### src/hw/rtl/asl_pkg.sv
// ----------------------------------------------------------------------------
// asl_pkg: shared types and constants of the assembler source lexer
// Byte classes, lexer states, token kinds, error codes and the records
// passed between the front, the item queue and the back.
// ----------------------------------------------------------------------------
package asl_pkg;

	// Offset counter width and its largest value
	localparam int OFF_BITS = 16;
	localparam logic [OFF_BITS-1:0] OFF_MAX = '1;

	// Width of token_start / token_length and their saturation value
	localparam int TOK_W = 16;
	localparam logic [TOK_W-1:0] TOK_MAX = '1;

	// Queue between front and back
	localparam int QDEPTH = 4;
	localparam int QPTR_W = $clog2(QDEPTH);

	// Result buffer in the back: one byte gives at most this many tokens
	localparam int RES_SLOTS = 3;
	localparam int RES_CNT_W = 2;

	// Byte classes decided by the front
	typedef enum logic [3:0] {
		CL_SPACE,
		CL_NEWLINE,
		CL_ALPHA,
		CL_DIGIT,
		CL_UNDER,
		CL_MINUS,
		CL_POINT,
		CL_HASH,
		CL_DOLLAR,
		CL_SQUOTE,
		CL_DQUOTE,
		CL_BSLASH,
		CL_OTHER
	} cls_t;

	// Lexer states
	typedef enum logic [2:0] {
		ST_IDLE,
		ST_WORD,
		ST_NUM,
		ST_COMMENT,
		ST_SLOT,
		ST_CHAR1,
		ST_CHAR2,
		ST_STRING
	} lex_state_t;

	// Token kinds
	typedef enum logic [3:0] {
		K_WORD,
		K_INT,
		K_FLOAT,
		K_CHAR,
		K_STRING,
		K_SYMBOL,
		K_SLOT,
		K_END,
		K_ERROR
	} kind_t;

	// Error codes
	typedef enum logic [2:0] {
		E_NONE,
		E_POINT,
		E_NUM_LETTER,
		E_CHAR,
		E_STRING,
		E_SLOT_LETTER,
		E_SLOT_EMPTY,
		E_OVERFLOW
	} err_t;

	// Classified byte, front to back
	typedef struct packed {
		cls_t cls;
		logic fin;
	} item_t;

	// One token result
	typedef struct packed {
		kind_t            kind;
		logic [TOK_W-1:0] start;
		logic [TOK_W-1:0] len;
		err_t             code;
		logic             last;
	} res_t;

endpackage

### src/hw/rtl/assembler_source_lexer.sv
// ----------------------------------------------------------------------------
// assembler_source_lexer: streaming lexer for assembler source text
// Bytes in, tokens out as kind, start offset and length; errors carry a
// code and halt the lexer until the final byte.
// ----------------------------------------------------------------------------
//
//  channel   direction  handshake        payload
//  -------   ---------  ---------------  ------------------------------------
//  source    in         push / full      source_byte, is_final
//  tokens    out        empty / pop      token_kind, token_start,
//                                        token_length, error_code, run_last
//
//  One byte per cycle while each byte gives at most one token and pop keeps
//  up; a byte that gives several tokens holds the back until its last token
//  goes out, since the result buffer hands out one token per transfer.
//  The first token of a byte is registered in the queue, then in the result buffer.
//  A four-entry queue lets bytes flow in while the back waits on pop.
//  Reset is asynchronous: queue empty, lexer idle at offset zero.
// ----------------------------------------------------------------------------
module assembler_source_lexer import asl_pkg::*; (
	input  logic             clk,
	input  logic             arst_n,
	input  logic             push,
	output logic             full,
	input  logic [7:0]       source_byte,
	input  logic             is_final,
	output logic             empty,
	input  logic             pop,
	output logic [3:0]       token_kind,
	output logic [TOK_W-1:0] token_start,
	output logic [TOK_W-1:0] token_length,
	output logic [2:0]       error_code,
	output logic             run_last
);

	logic  wr_en, rd_en, rd_valid, q_full;
	item_t wr_item, rd_item;
	res_t  head;

	asl_front u_front (
		.push        (push),
		.source_byte (source_byte),
		.is_final    (is_final),
		.q_full      (q_full),
		.wr_en       (wr_en),
		.wr_item     (wr_item)
	);

	asl_queue u_queue (
		.clk      (clk),
		.arst_n   (arst_n),
		.wr_en    (wr_en),
		.wr_item  (wr_item),
		.full     (q_full),
		.rd_en    (rd_en),
		.rd_valid (rd_valid),
		.rd_item  (rd_item)
	);

	asl_back u_back (
		.clk      (clk),
		.arst_n   (arst_n),
		.in_valid (rd_valid),
		.in_item  (rd_item),
		.in_take  (rd_en),
		.pop      (pop),
		.empty    (empty),
		.head     (head)
	);

	assign full         = q_full;
	assign token_kind   = head.kind;
	assign token_start  = head.start;
	assign token_length = head.len;
	assign error_code   = head.code;
	assign run_last     = head.last;

endmodule

### src/hw/rtl/asl_front.sv
// ----------------------------------------------------------------------------
// asl_front: input side of the lexer
// Takes source bytes, sorts each into a byte class and writes the class
// with the final flag into the item queue.
// ----------------------------------------------------------------------------
module asl_front import asl_pkg::*; (
	input  logic       push,
	input  logic [7:0] source_byte,
	input  logic       is_final,
	input  logic       q_full,
	output logic       wr_en,
	output item_t      wr_item
);

	localparam logic [7:0] CH_TAB    = 8'h09;
	localparam logic [7:0] CH_NL     = 8'h0a;
	localparam logic [7:0] CH_SPACE  = 8'h20;
	localparam logic [7:0] CH_DQUOTE = 8'h22;
	localparam logic [7:0] CH_HASH   = 8'h23;
	localparam logic [7:0] CH_DOLLAR = 8'h24;
	localparam logic [7:0] CH_SQUOTE = 8'h27;
	localparam logic [7:0] CH_MINUS  = 8'h2d;
	localparam logic [7:0] CH_POINT  = 8'h2e;
	localparam logic [7:0] CH_BSLASH = 8'h5c;
	localparam logic [7:0] CH_UNDER  = 8'h5f;

	cls_t cls;

	// Byte classification; only ASCII letters count as letters
	always_comb begin
		case (source_byte) inside
			CH_SPACE, CH_TAB:             cls = CL_SPACE;
			CH_NL:                        cls = CL_NEWLINE;
			[8'h41:8'h5a], [8'h61:8'h7a]: cls = CL_ALPHA;
			[8'h30:8'h39]:                cls = CL_DIGIT;
			CH_UNDER:                     cls = CL_UNDER;
			CH_MINUS:                     cls = CL_MINUS;
			CH_POINT:                     cls = CL_POINT;
			CH_HASH:                      cls = CL_HASH;
			CH_DOLLAR:                    cls = CL_DOLLAR;
			CH_SQUOTE:                    cls = CL_SQUOTE;
			CH_DQUOTE:                    cls = CL_DQUOTE;
			CH_BSLASH:                    cls = CL_BSLASH;
			default:                      cls = CL_OTHER;
		endcase
	end

	// Transfer into the queue
	assign wr_en       = push && !q_full;
	assign wr_item.cls = cls;
	assign wr_item.fin = is_final;

endmodule

### src/hw/rtl/asl_queue.sv
// ----------------------------------------------------------------------------
// asl_queue: item queue between front and back
// Small first-in first-out store of classified bytes so that the input
// keeps flowing while the back drains a multi-token byte.
// ----------------------------------------------------------------------------
module asl_queue import asl_pkg::*; (
	input  logic  clk,
	input  logic  arst_n,
	input  logic  wr_en,
	input  item_t wr_item,
	output logic  full,
	input  logic  rd_en,
	output logic  rd_valid,
	output item_t rd_item
);

	item_t             mem_q [QDEPTH];
	logic [QPTR_W-1:0] wr_q;
	logic [QPTR_W-1:0] rd_q;
	logic [QPTR_W:0]   cnt_q;

	// Storage
	always_ff @(posedge clk) begin
		if (wr_en) begin
			mem_q[wr_q] <= wr_item;
		end
	end

	// Pointers and fill count
	always_ff @(posedge clk or negedge arst_n) begin
		if (!arst_n) begin
			wr_q  <= '0;
			rd_q  <= '0;
			cnt_q <= '0;
		end else begin
			if (wr_en) begin
				wr_q <= wr_q + QPTR_W'(1);
			end
			if (rd_en) begin
				rd_q <= rd_q + QPTR_W'(1);
			end
			case ({wr_en, rd_en})
				2'b10:   cnt_q <= cnt_q + (QPTR_W+1)'(1);
				2'b01:   cnt_q <= cnt_q - (QPTR_W+1)'(1);
				default: cnt_q <= cnt_q;
			endcase
		end
	end

	assign full     = cnt_q == (QPTR_W+1)'(QDEPTH);
	assign rd_valid = cnt_q != '0;
	assign rd_item  = mem_q[rd_q];

endmodule

### src/hw/rtl/asl_back.sv
// ----------------------------------------------------------------------------
// asl_back: lexer state machine and result buffer
// Runs one lexer step per classified byte, collects the up to three tokens
// the step gives and hands them out one per transfer.
// ----------------------------------------------------------------------------
module asl_back import asl_pkg::*; (
	input  logic  clk,
	input  logic  arst_n,
	input  logic  in_valid,
	input  item_t in_item,
	output logic  in_take,
	input  logic  pop,
	output logic  empty,
	output res_t  head
);

	localparam int NCAND = 5;
	localparam logic [OFF_BITS:0] ONE = (OFF_BITS+1)'(1);

	// Clamp a wide offset or length to the port width
	function automatic logic [TOK_W-1:0] sat(logic [OFF_BITS:0] v);
		logic [TOK_W-1:0] r;
		r = (33'(v) > 33'(TOK_MAX)) ? TOK_MAX : TOK_W'(v);
		return r;
	endfunction

	function automatic res_t mk(kind_t k, logic [OFF_BITS:0] s, logic [OFF_BITS:0] l,
			err_t e);
		res_t r;
		r.kind  = k;
		r.start = sat(s);
		r.len   = sat(l);
		r.code  = e;
		r.last  = 1'b0;
		return r;
	endfunction

	// Lexer state
	lex_state_t          st_q;
	logic [OFF_BITS-1:0] off_q;
	logic [OFF_BITS:0]   beg_q;
	logic                sp_q;
	logic                mp_q;
	logic                ep_q;
	logic                halt_q;

	// Result buffer
	res_t                 buf_q [RES_SLOTS];
	logic [RES_CNT_W-1:0] n_q;

	// Step signals
	logic              take, pop_acc, load_ok, fin;
	logic              is_al, is_dg, is_un, is_pt;
	logic [OFF_BITS:0] p17, p1, ecl;
	logic              at_max;
	logic              rs, lex_err;
	logic              a_v, b_v, c_v, d_v, e_v;
	res_t              a, b, c, d, e;
	lex_state_t        lx_st, st_d;
	logic [OFF_BITS:0] lx_beg, beg_d;
	logic              lx_sp, lx_mp, lx_ep, sp_d, mp_d, ep_d, halt_d;
	logic [OFF_BITS-1:0] off_d;
	res_t              cand [NCAND];
	logic [NCAND-1:0]  cv;
	res_t              slot [RES_SLOTS];
	logic [RES_CNT_W-1:0] n_new;

	assign fin    = in_item.fin;
	assign is_al  = in_item.cls == CL_ALPHA;
	assign is_dg  = in_item.cls == CL_DIGIT;
	assign is_un  = in_item.cls == CL_UNDER;
	assign is_pt  = in_item.cls == CL_POINT;
	assign p17    = {1'b0, off_q};
	assign p1     = p17 + ONE;
	assign ecl    = p1[OFF_BITS] ? p17 : p1;
	assign at_max = off_q == OFF_MAX;

	// Handshake: load a new step when the buffer is empty or giving its last
	assign pop_acc = pop && n_q != '0;
	assign load_ok = n_q == '0 || (n_q == RES_CNT_W'(1) && pop_acc);
	assign take    = in_valid && load_ok;
	assign in_take = take;

	// Lexer outputs of the current byte: closing token or error, then a symbol
	always_comb begin
		a_v = 1'b0;
		a   = mk(K_WORD, '0, '0, E_NONE);
		rs  = 1'b0;
		case (st_q)
			ST_WORD: begin
				if (!(is_al || is_dg || is_un)) begin
					a_v = 1'b1;
					a   = mk(K_WORD, beg_q, p17 - beg_q, E_NONE);
					rs  = 1'b1;
				end
			end
			ST_NUM: begin
				if (mp_q) begin
					if (!is_dg) begin
						a_v = 1'b1;
						a   = mk(K_SYMBOL, beg_q, ONE, E_NONE);
						rs  = 1'b1;
					end
				end else if (is_dg) begin
					a_v = 1'b0;
				end else if (is_pt) begin
					a_v = sp_q;
					a   = mk(K_ERROR, p17, '0, E_POINT);
				end else if (is_al) begin
					a_v = 1'b1;
					a   = mk(K_ERROR, p17, '0, E_NUM_LETTER);
				end else begin
					a_v = 1'b1;
					a   = mk(sp_q ? K_FLOAT : K_INT, beg_q, p17 - beg_q, E_NONE);
					rs  = 1'b1;
				end
			end
			ST_COMMENT: begin
				a_v = 1'b0;
			end
			ST_SLOT: begin
				if (is_dg) begin
					a_v = 1'b0;
				end else if (is_al) begin
					a_v = 1'b1;
					a   = mk(K_ERROR, p17, '0, E_SLOT_LETTER);
				end else if (p17 == beg_q) begin
					a_v = 1'b1;
					a   = mk(K_ERROR, p17, '0, E_SLOT_EMPTY);
				end else begin
					a_v = 1'b1;
					a   = mk(K_SLOT, beg_q, p17 - beg_q, E_NONE);
					rs  = 1'b1;
				end
			end
			ST_CHAR1: begin
				a_v = 1'b0;
			end
			ST_CHAR2: begin
				a_v = 1'b1;
				if (in_item.cls == CL_SQUOTE) begin
					a = mk(K_CHAR, beg_q, ONE, E_NONE);
				end else begin
					a = mk(K_ERROR, p17, '0, E_CHAR);
				end
			end
			ST_STRING: begin
				if (!ep_q && in_item.cls == CL_DQUOTE) begin
					a_v = 1'b1;
					a   = mk(K_STRING, beg_q, p17 - beg_q, E_NONE);
				end
			end
			default: begin
				rs = 1'b1;
			end
		endcase
		lex_err = a_v && a.kind == K_ERROR;
		// A point, backslash or other byte that opens no token is a one-byte symbol
		b_v = rs && (in_item.cls == CL_OTHER || is_pt || in_item.cls == CL_BSLASH);
		b   = mk(K_SYMBOL, p17, ONE, E_NONE);
	end

	// Lexer next state for the current byte
	always_comb begin
		lx_st  = st_q;
		lx_beg = beg_q;
		lx_sp  = sp_q;
		lx_mp  = mp_q;
		lx_ep  = ep_q;
		case (st_q)
			ST_NUM: begin
				if (mp_q) begin
					lx_mp = 1'b0;
				end else if (!is_dg && is_pt) begin
					lx_sp = 1'b1;
				end
			end
			ST_COMMENT: begin
				if (in_item.cls == CL_NEWLINE) begin
					lx_st = ST_IDLE;
				end
			end
			ST_CHAR1: begin
				lx_st = ST_CHAR2;
			end
			ST_CHAR2: begin
				lx_st = ST_IDLE;
			end
			ST_STRING: begin
				if (ep_q) begin
					lx_ep = 1'b0;
				end else if (in_item.cls == CL_BSLASH) begin
					lx_ep = 1'b1;
				end else if (in_item.cls == CL_DQUOTE) begin
					lx_st = ST_IDLE;
				end
			end
			default: begin
				lx_st = st_q;
			end
		endcase
		// Open a new token after closing the old one
		if (rs) begin
			lx_st = ST_IDLE;
			case (in_item.cls)
				CL_ALPHA, CL_UNDER: begin
					lx_st  = ST_WORD;
					lx_beg = p17;
				end
				CL_DIGIT, CL_MINUS: begin
					lx_st  = ST_NUM;
					lx_beg = p17;
					lx_sp  = 1'b0;
					lx_mp  = in_item.cls == CL_MINUS;
				end
				CL_HASH: begin
					lx_st = ST_COMMENT;
				end
				CL_DOLLAR: begin
					lx_st  = ST_SLOT;
					lx_beg = p1;
				end
				CL_SQUOTE: begin
					lx_st  = ST_CHAR1;
					lx_beg = p1;
				end
				CL_DQUOTE: begin
					lx_st  = ST_STRING;
					lx_beg = p1;
					lx_ep  = 1'b0;
				end
				default: begin
					lx_st = ST_IDLE;
				end
			endcase
		end
	end

	// End of input flush and offset overflow outputs
	always_comb begin
		c_v = 1'b0;
		c   = mk(K_END, '0, '0, E_NONE);
		d_v = 1'b0;
		d   = mk(K_END, '0, '0, E_NONE);
		e_v = 1'b0;
		e   = mk(K_ERROR, p17, '0, E_OVERFLOW);
		if (fin && !lex_err) begin
			case (lx_st)
				ST_WORD: begin
					c_v = 1'b1;
					c   = mk(K_WORD, lx_beg, p1 - lx_beg, E_NONE);
				end
				ST_NUM: begin
					c_v = 1'b1;
					if (lx_mp) begin
						c = mk(K_SYMBOL, lx_beg, ONE, E_NONE);
					end else begin
						c = mk(lx_sp ? K_FLOAT : K_INT, lx_beg, p1 - lx_beg, E_NONE);
					end
				end
				ST_SLOT: begin
					c_v = 1'b1;
					if (p1 == lx_beg) begin
						c = mk(K_ERROR, ecl, '0, E_SLOT_EMPTY);
					end else begin
						c = mk(K_SLOT, lx_beg, p1 - lx_beg, E_NONE);
					end
				end
				ST_CHAR1, ST_CHAR2: begin
					c_v = 1'b1;
					c   = mk(K_ERROR, ecl, '0, E_CHAR);
				end
				ST_STRING: begin
					c_v = 1'b1;
					c   = mk(K_ERROR, ecl, '0, E_STRING);
				end
				default: begin
					c_v = 1'b0;
				end
			endcase
			d_v = !(c_v && c.kind == K_ERROR);
		end else if (!fin && !lex_err && at_max) begin
			e_v = 1'b1;
		end
	end

	// Pack the valid results in order and mark the last one
	always_comb begin
		cand[0] = a;
		cand[1] = b;
		cand[2] = c;
		cand[3] = d;
		cand[4] = e;
		cv      = halt_q ? '0 : {e_v, d_v, c_v, b_v, a_v};
		for (int s = 0; s < RES_SLOTS; s++) begin
			slot[s] = a;
		end
		n_new = '0;
		for (int i = 0; i < NCAND; i++) begin
			if (cv[i] && n_new != RES_CNT_W'(RES_SLOTS)) begin
				slot[n_new] = cand[i];
				n_new       = n_new + RES_CNT_W'(1);
			end
		end
		if (n_new != '0) begin
			slot[n_new - RES_CNT_W'(1)].last = 1'b1;
		end
	end

	// State after the step: final byte clears, a halted lexer holds
	always_comb begin
		st_d   = lx_st;
		beg_d  = lx_beg;
		sp_d   = lx_sp;
		mp_d   = lx_mp;
		ep_d   = lx_ep;
		halt_d = lex_err || at_max;
		off_d  = (lex_err || at_max) ? off_q : off_q + OFF_BITS'(1);
		if (fin) begin
			st_d   = ST_IDLE;
			beg_d  = '0;
			sp_d   = 1'b0;
			mp_d   = 1'b0;
			ep_d   = 1'b0;
			halt_d = 1'b0;
			off_d  = '0;
		end else if (halt_q) begin
			st_d   = st_q;
			beg_d  = beg_q;
			sp_d   = sp_q;
			mp_d   = mp_q;
			ep_d   = ep_q;
			halt_d = halt_q;
			off_d  = off_q;
		end
	end

	// Lexer state registers
	always_ff @(posedge clk or negedge arst_n) begin
		if (!arst_n) begin
			st_q   <= ST_IDLE;
			off_q  <= '0;
			beg_q  <= '0;
			sp_q   <= 1'b0;
			mp_q   <= 1'b0;
			ep_q   <= 1'b0;
			halt_q <= 1'b0;
		end else if (take) begin
			st_q   <= st_d;
			off_q  <= off_d;
			beg_q  <= beg_d;
			sp_q   <= sp_d;
			mp_q   <= mp_d;
			ep_q   <= ep_d;
			halt_q <= halt_d;
		end
	end

	// Result buffer count
	always_ff @(posedge clk or negedge arst_n) begin
		if (!arst_n) begin
			n_q <= '0;
		end else if (take) begin
			n_q <= n_new;
		end else if (pop_acc) begin
			n_q <= n_q - RES_CNT_W'(1);
		end
	end

	// Result buffer payload: load a whole step or shift out the head
	always_ff @(posedge clk) begin
		if (take) begin
			for (int s = 0; s < RES_SLOTS; s++) begin
				buf_q[s] <= slot[s];
			end
		end else if (pop_acc) begin
			for (int s = 0; s < RES_SLOTS - 1; s++) begin
				buf_q[s] <= buf_q[s+1];
			end
		end
	end

	assign empty = n_q == '0;
	assign head  = buf_q[0];

	// Checks
	a_fin_clears: assert property (@(posedge clk) disable iff (!arst_n)
		take && fin |=> st_q == ST_IDLE && off_q == '0 && !halt_q)
		else $error("final byte did not return the lexer to idle");

	a_halt_silent: assert property (@(posedge clk) disable iff (!arst_n)
		take && halt_q |-> n_new == '0)
		else $error("halted lexer produced a result");

	a_off_step: assert property (@(posedge clk) disable iff (!arst_n)
		take && !fin && !halt_q && !lex_err && !at_max |=>
		off_q == $past(off_q) + OFF_BITS'(1))
		else $error("offset did not advance by one");

	a_last_mark: assert property (@(posedge clk) disable iff (!arst_n)
		!empty |-> buf_q[n_q - RES_CNT_W'(1)].last)
		else $error("newest buffered result lacks its last mark");

	a_drain: assert property (@(posedge clk) disable iff (!arst_n)
		pop_acc && !take |=> n_q == $past(n_q) - RES_CNT_W'(1))
		else $error("result count did not drop on transfer");

endmodule
### config.mk
export PLATFORM = sky130hd
export DESIGN_NAME = assembler_source_lexer
export DESIGN_NICKNAME = d
export VERILOG_FILES = /design/src/hw/rtl/asl_pkg.sv /design/src/hw/rtl/assembler_source_lexer.sv /design/src/hw/rtl/asl_front.sv /design/src/hw/rtl/asl_queue.sv /design/src/hw/rtl/asl_back.sv
export SDC_FILE = /design/constraint.sdc
export NUM_CORES = 1
export LEC_CHECK = 0
export BUFFER_PORTS_ARGS = -buffer_cell sky130_fd_sc_hd__buf_4
export CORE_ASPECT_RATIO = 1.4
export CORE_MARGIN = 2
export CORE_UTILIZATION = 56
export DETAILED_ROUTE_END_ITERATION = 7
export GPL_ROUTABILITY_DRIVEN = 1
export PLACE_DENSITY = 0.84
export SKIP_LAST_GASP = 1
export SYNTH_ARGS = -nofsm -noshare
export SYNTH_HDL_FRONTEND = slang
export SYNTH_SLANG_ARGS = --single-unit
### constraint.sdc
create_clock -name clk -period 6.6 [get_ports clk]
set_clock_uncertainty 0.15 [all_clocks]
set_input_delay 0.66 -clock clk [delete_from_list [all_inputs] [get_ports clk]]
set_output_delay 0.66 -clock clk [all_outputs]
set_load 0.03 [all_outputs]
# Word-level counts from Yosys, hierarchy flattened
# Memory sizes are Yosys's and may differ from the RTL's.
# Index checks and enable logic that the tools add are counted.
# totals
reg_bits	49
ram_bits	140
output_inout_bits	42
memories	2
# op_classes
addsub	14
n_lt_le_gt_ge	22
n_eq_ne	51
mux	133
bitwise	10
reduce_logical	53
# memory_table
memory	words	width	rd	rd_ports_with_merged_regs	write_ports	line_no	source
u_back.buf_q	3	40	3	0	3	asl_back.sv:48	res_t buf_q [RES_SLOTS];
u_queue.mem_q	4	5	1	0	1	asl_queue.sv:17	item_t mem_q [QDEPTH];
# op_table
cell	n
$mux 40	18
$mux 120	5
$bwmux 120	4
$demux 40 s2	5
$pmux 40 s5	2
$mux 16	10
$and 111x111->111	1
$not 111->111	1
$gt 17x16->1 const B	5
$mux 39	2
$eq 8x6->1 const B	7
$mux 17	3
$mux 1	49
$mux 4	11
$mux 36	1
$pmux 17 s2	1
$eq 4x4->1 const B	7
$eq 3x3->1 const B	9
$logic_and 1x1->1	24
$mux 3	8
$pmux 3 s6	1
$add 16x1->17 const B	1
$eq 16x17->1	1
$eq 17x17->1	1
other kinds (48)	106

# Longest topological paths before layout
# An unclocked memory read counts as a cell.
# depth
word_depth	41
depth_mapped	30

# By module
# Synthesis repeated with hierarchy kept, for this count alone.
# hier_totals
hier_cells	1662
area_unflattened_um2	14528.9
# modules_own_cells
module	instances	cells_per_inst	area_per_inst_um2	seq_area_each_um2
asl_back	1	1548	13063.8	4654.5
asl_queue	1	60	1116.1	775.7
asl_front	1	54	349.1	0.0

# Worst setup path after synthesis
# OpenSTA, ideal clock, no wires.
# synth_timing
path_kind	register to register
startpoint	reg u_queue.rd_q[1]
endpoint	mem u_back.buf_q[1][17] (netlist name), data pin
setup_ns	0.142
arrival_ns	6.174
required_time_ns	6.308
slack_ns	0.135
stages_incl_launch_ff	29
synth_period_minus_slack_ns	6.465
path_cell_list	dfrtp_1 buf_2 buf_2 mux2_2 mux2i_1 a31oi_1 a211o_2 buf_2 o21ai_1 buf_2 a22oi_1 ha_1 and4_1 nand3_1 nor4_1 o311ai_1 o211a_1 mux2_2 inv_1 ha_1 nor3_1 and3_1 buf_2 and2_1 or2_1 buf_2 or3_1 buf_6 o21ai_2
# synth_lines
item	line_no	source
start, declared	asl_queue.sv:19	logic [QPTR_W-1:0] rd_q;
start signal, assigned	asl_queue.sv:40	rd_q <= rd_q + QPTR_W'(1);
end, declared	asl_back.sv:48	

==> qor.txt <==
status: completed
Starting Density: 0.567
clk slew on worst S/H paths: 0.08 ns
sequential fraction of the synthesis area: 0.380
Max Cap Viol: 0
flops & latches, synth: 189
cell area after synthesis: 14,300 um^2
busiest grt layer: met2
H-tree depth: 4
DRT iter0 DRCs: 2,020
Die Y: 193 um
final setup violation count: 0
most frequent cell after synthesis: nand2_1
post-detailed-route via-to-cell ratio: 6.68
Worst path slowest cell: dfrtp_1
I/O pin count: 55
most numerous cell on the critical path: buf_4
CP Capture Type: register
worst skew pair latency: 0.46 ns
Synth-to-Final Area Change: 10.6%
Nets: 1,733
max_slew headroom: 0.318
Avg Inst Size Synth: 8.68 um^2
fin crit period: 6.41 ns
Rows: 69
ys flop type: edfxtp_1
Slew Viols, Final: 0
Synth Instances: 1,645
period utilization: 0.972
Wirelength per Cell: 23.5 um
ANT nets after route: 0
M2 GR Usage: 0.567
final hold slack: 0.0889 ns
met3 Use GR: 0.0526
Cells after DPL: 1,963
initial antenna violation count: 1
core box area: 25,200 um^2
ys async rst share: 0.259
Fillers: 2,181
Max stage delay on crit path: 0.42 ns
synth unique cells: 88
drt first pass iters: 6
routed vias: 13,300
dominant cell type by area after synthesis: edfxtp_1
fmax: 156 MHz
DRC: 0
Yosys warnings: 0
CP startpoint kind: register
Die W: 139 um
TritonCTS Sinks: 189
vias in the first global route: 12,500
worst-path fanout max: 14
global route overflow: 0
Post-synth EDFFs: 140
Synth Net Count: 1,712
Die ar.: 26,800 um^2
worst hold path class: in2async
most frequent cells after synthesis: 196 x nand2_1, 166 x o21ai_0, 161 x nor2_1
GRT Util Overall: 0.344
met1 Resource Use GR: 0.433
number of CTS-inserted buffers: 17
Clock Root Buffer: clkbuf_16
Final Hold Viols: 0
RSZ-0062 raised after global routing: false
final WL: 46,900 um
CP Data Required Time: 6.76 ns
post-route setup TNS: 0 ns
TritonCTS clock tree: built
largest net degree at the start of global routing: 81
Final HPWL DP: 35,200 um
first-pass GRT wire length: 71,200 um
final std cells w/o fill: 1,998
global placer's final weighted congestion: 1.09
layout cells sized above 1: 0.163
kind of critical path: reg2reg
Worst Max-Slew Pin Slew: 1.02 ns
critical path arrival: 6.58 ns
number of diodes: 0
synth top area cells: edfxtp_1 29%, dfrtp_1 8.6%, o21ai_0 5.8%, nand2_1 5.2%, ha_1 4.5%
Clock Tree Buf Depth: 2
port buffer count: 54
Synth top area share: 0.294
## metal layers
| layer | vias up | wire (um) | share of wire |
|---|---|---|---|
| li1 | 6056 | - | - |
| met1 | 6317 | 18100 | 0.39 |
| met2 | 819 | 22100 | 0.47 |
| met3 | 155 | 3840 | 0.082 |
| met4 | 0 | 2850 | 0.061 |
| met5 | - | 0 | 0 |
## kinds of logic after synthesis
group	after synthesis	share of synthesized area
mux	54	0.0441
compound gates	524	0.241
flops	189	0.380
buf+inv	211	0.0695
xor+xnor	47	0.0288
fa+ha+maj	54	0.0489
simple gates	566	0.187
## path summary, 6_finish.rpt
path / startpoint / to / slack (ns) / cells after the start
max: u_back.beg_q[12] / u_back.buf_q[1][10] / 0.19 / 27
min: arst_n / u_back.beg_q[1] / 0.09 / 1
min reg2reg: u_queue.cnt_q[2] / u_queue.cnt_q[2] / 0.38 / 1
max reg2reg: u_back.beg_q[12] / u_back.buf_q[1][10] / 0.19 / 27
min in group clk: is_final / u_queue.mem_q[3][0] / 0.25 / 1
max in group asynchronous: arst_n / u_queue.rd_q[0] / 5.63 / 1
## layout by cell type (no fill, tap or decap), types with 13 or more instances in the layout
| master | count |
|---|---|
| dfrtp_1 | 47 |
| nor2_1 | 157 |
| a22oi_1 | 14 |
| o31ai_1 | 17 |
| a211oi_1 | 18 |
| inv_1 | 64 |
| xnor2_1 | 31 |
| or3_1 | 16 |
| xor2_1 | 16 |
| o211ai_1 | 17 |
| a221oi_1 | 13 |
| a21oi_1 | 93 |
| clkbuf_16 | 17 |
| nand2_1 | 196 |
| mux2i_1 | 30 |
| nor2b_1 | 13 |
| o21ai_0 | 165 |
| o22ai_1 | 21 |
| edfxtp_1 | 140 |
| nand2b_1 | 21 |
| ha_1 | 44 |
| mux2_2 | 18 |
| nand3_1 | 39 |
| nor3_1 | 33 |
| buf_4 | 146 |
| a2bb2oi_1 | 17 |
| and2_1 | 15 |
| a21o_1 | 17 |
## layout make-up
cell class	instances	area, um^2	area share
timing repair buffer	148	1140	0.0719
clock inverter	15	158	0.00998
inverter	65	244	0.0154
multi-input combinational	1245	8010	0.507
tap	319	399	0.0253
clock buffer	17	425	0.0269
sequential	189	5430	0.344
## sequential cells by signal (all words and copies together), names as in the netlist
name,cells
u_back.mp_q,1
u_back.halt_q,1
u_back.off_q,16
u_back.st_q,3
u_queue.cnt_q,3
u_back.ep_q,1
u_back.beg_q,17
u_queue.mem_q,20
u_back.n_q,2
u_back.buf_q,120
u_queue.rd_q,2
u_back.sp_q,1
u_queue.wr_q,2
## metrics by stage
step | utilization | cell area [um^2] | setup WS, ns
finish | 0.627 | 15800 | 0.185
CTS | 0.621 | 15700 | 0.0186
detailed placement | 0.597 | 15100 | -0.355
global route | 0.627 | 15800 | 0.00465
global placement | 0.597 | 15100 | -0.292
floorplan | - | 14300 | 0.135
## worst max-delay path: cells and delay by family (launching register included)
family / cells / cell delay [ns]
and+or+nand+nor: 10 / 2.14
AOI/OAI and AO/OA: 7 / 1.43
buffers and inverters: 6 / 1.02
adders and majority gates: 3 / 0.89
DFF: 1 / 0.42
xor gates and xnor gates: 1 / 0.22
## repair_timing
| action | 4_1_cts | 5_1_grt |
|---|---|---|
| hold buffers | 0 | 0 |
| pin swaps | 0 | 5 |
| resized for setup | 7 | 24 |
| buffers inserted | 0 | 3 |
| endpoints found under the setup margin | 74 | 89 |
Power is not shown: default switching activity piles up to over one toggle a cycle in this logic, so the estimate is an artifact.
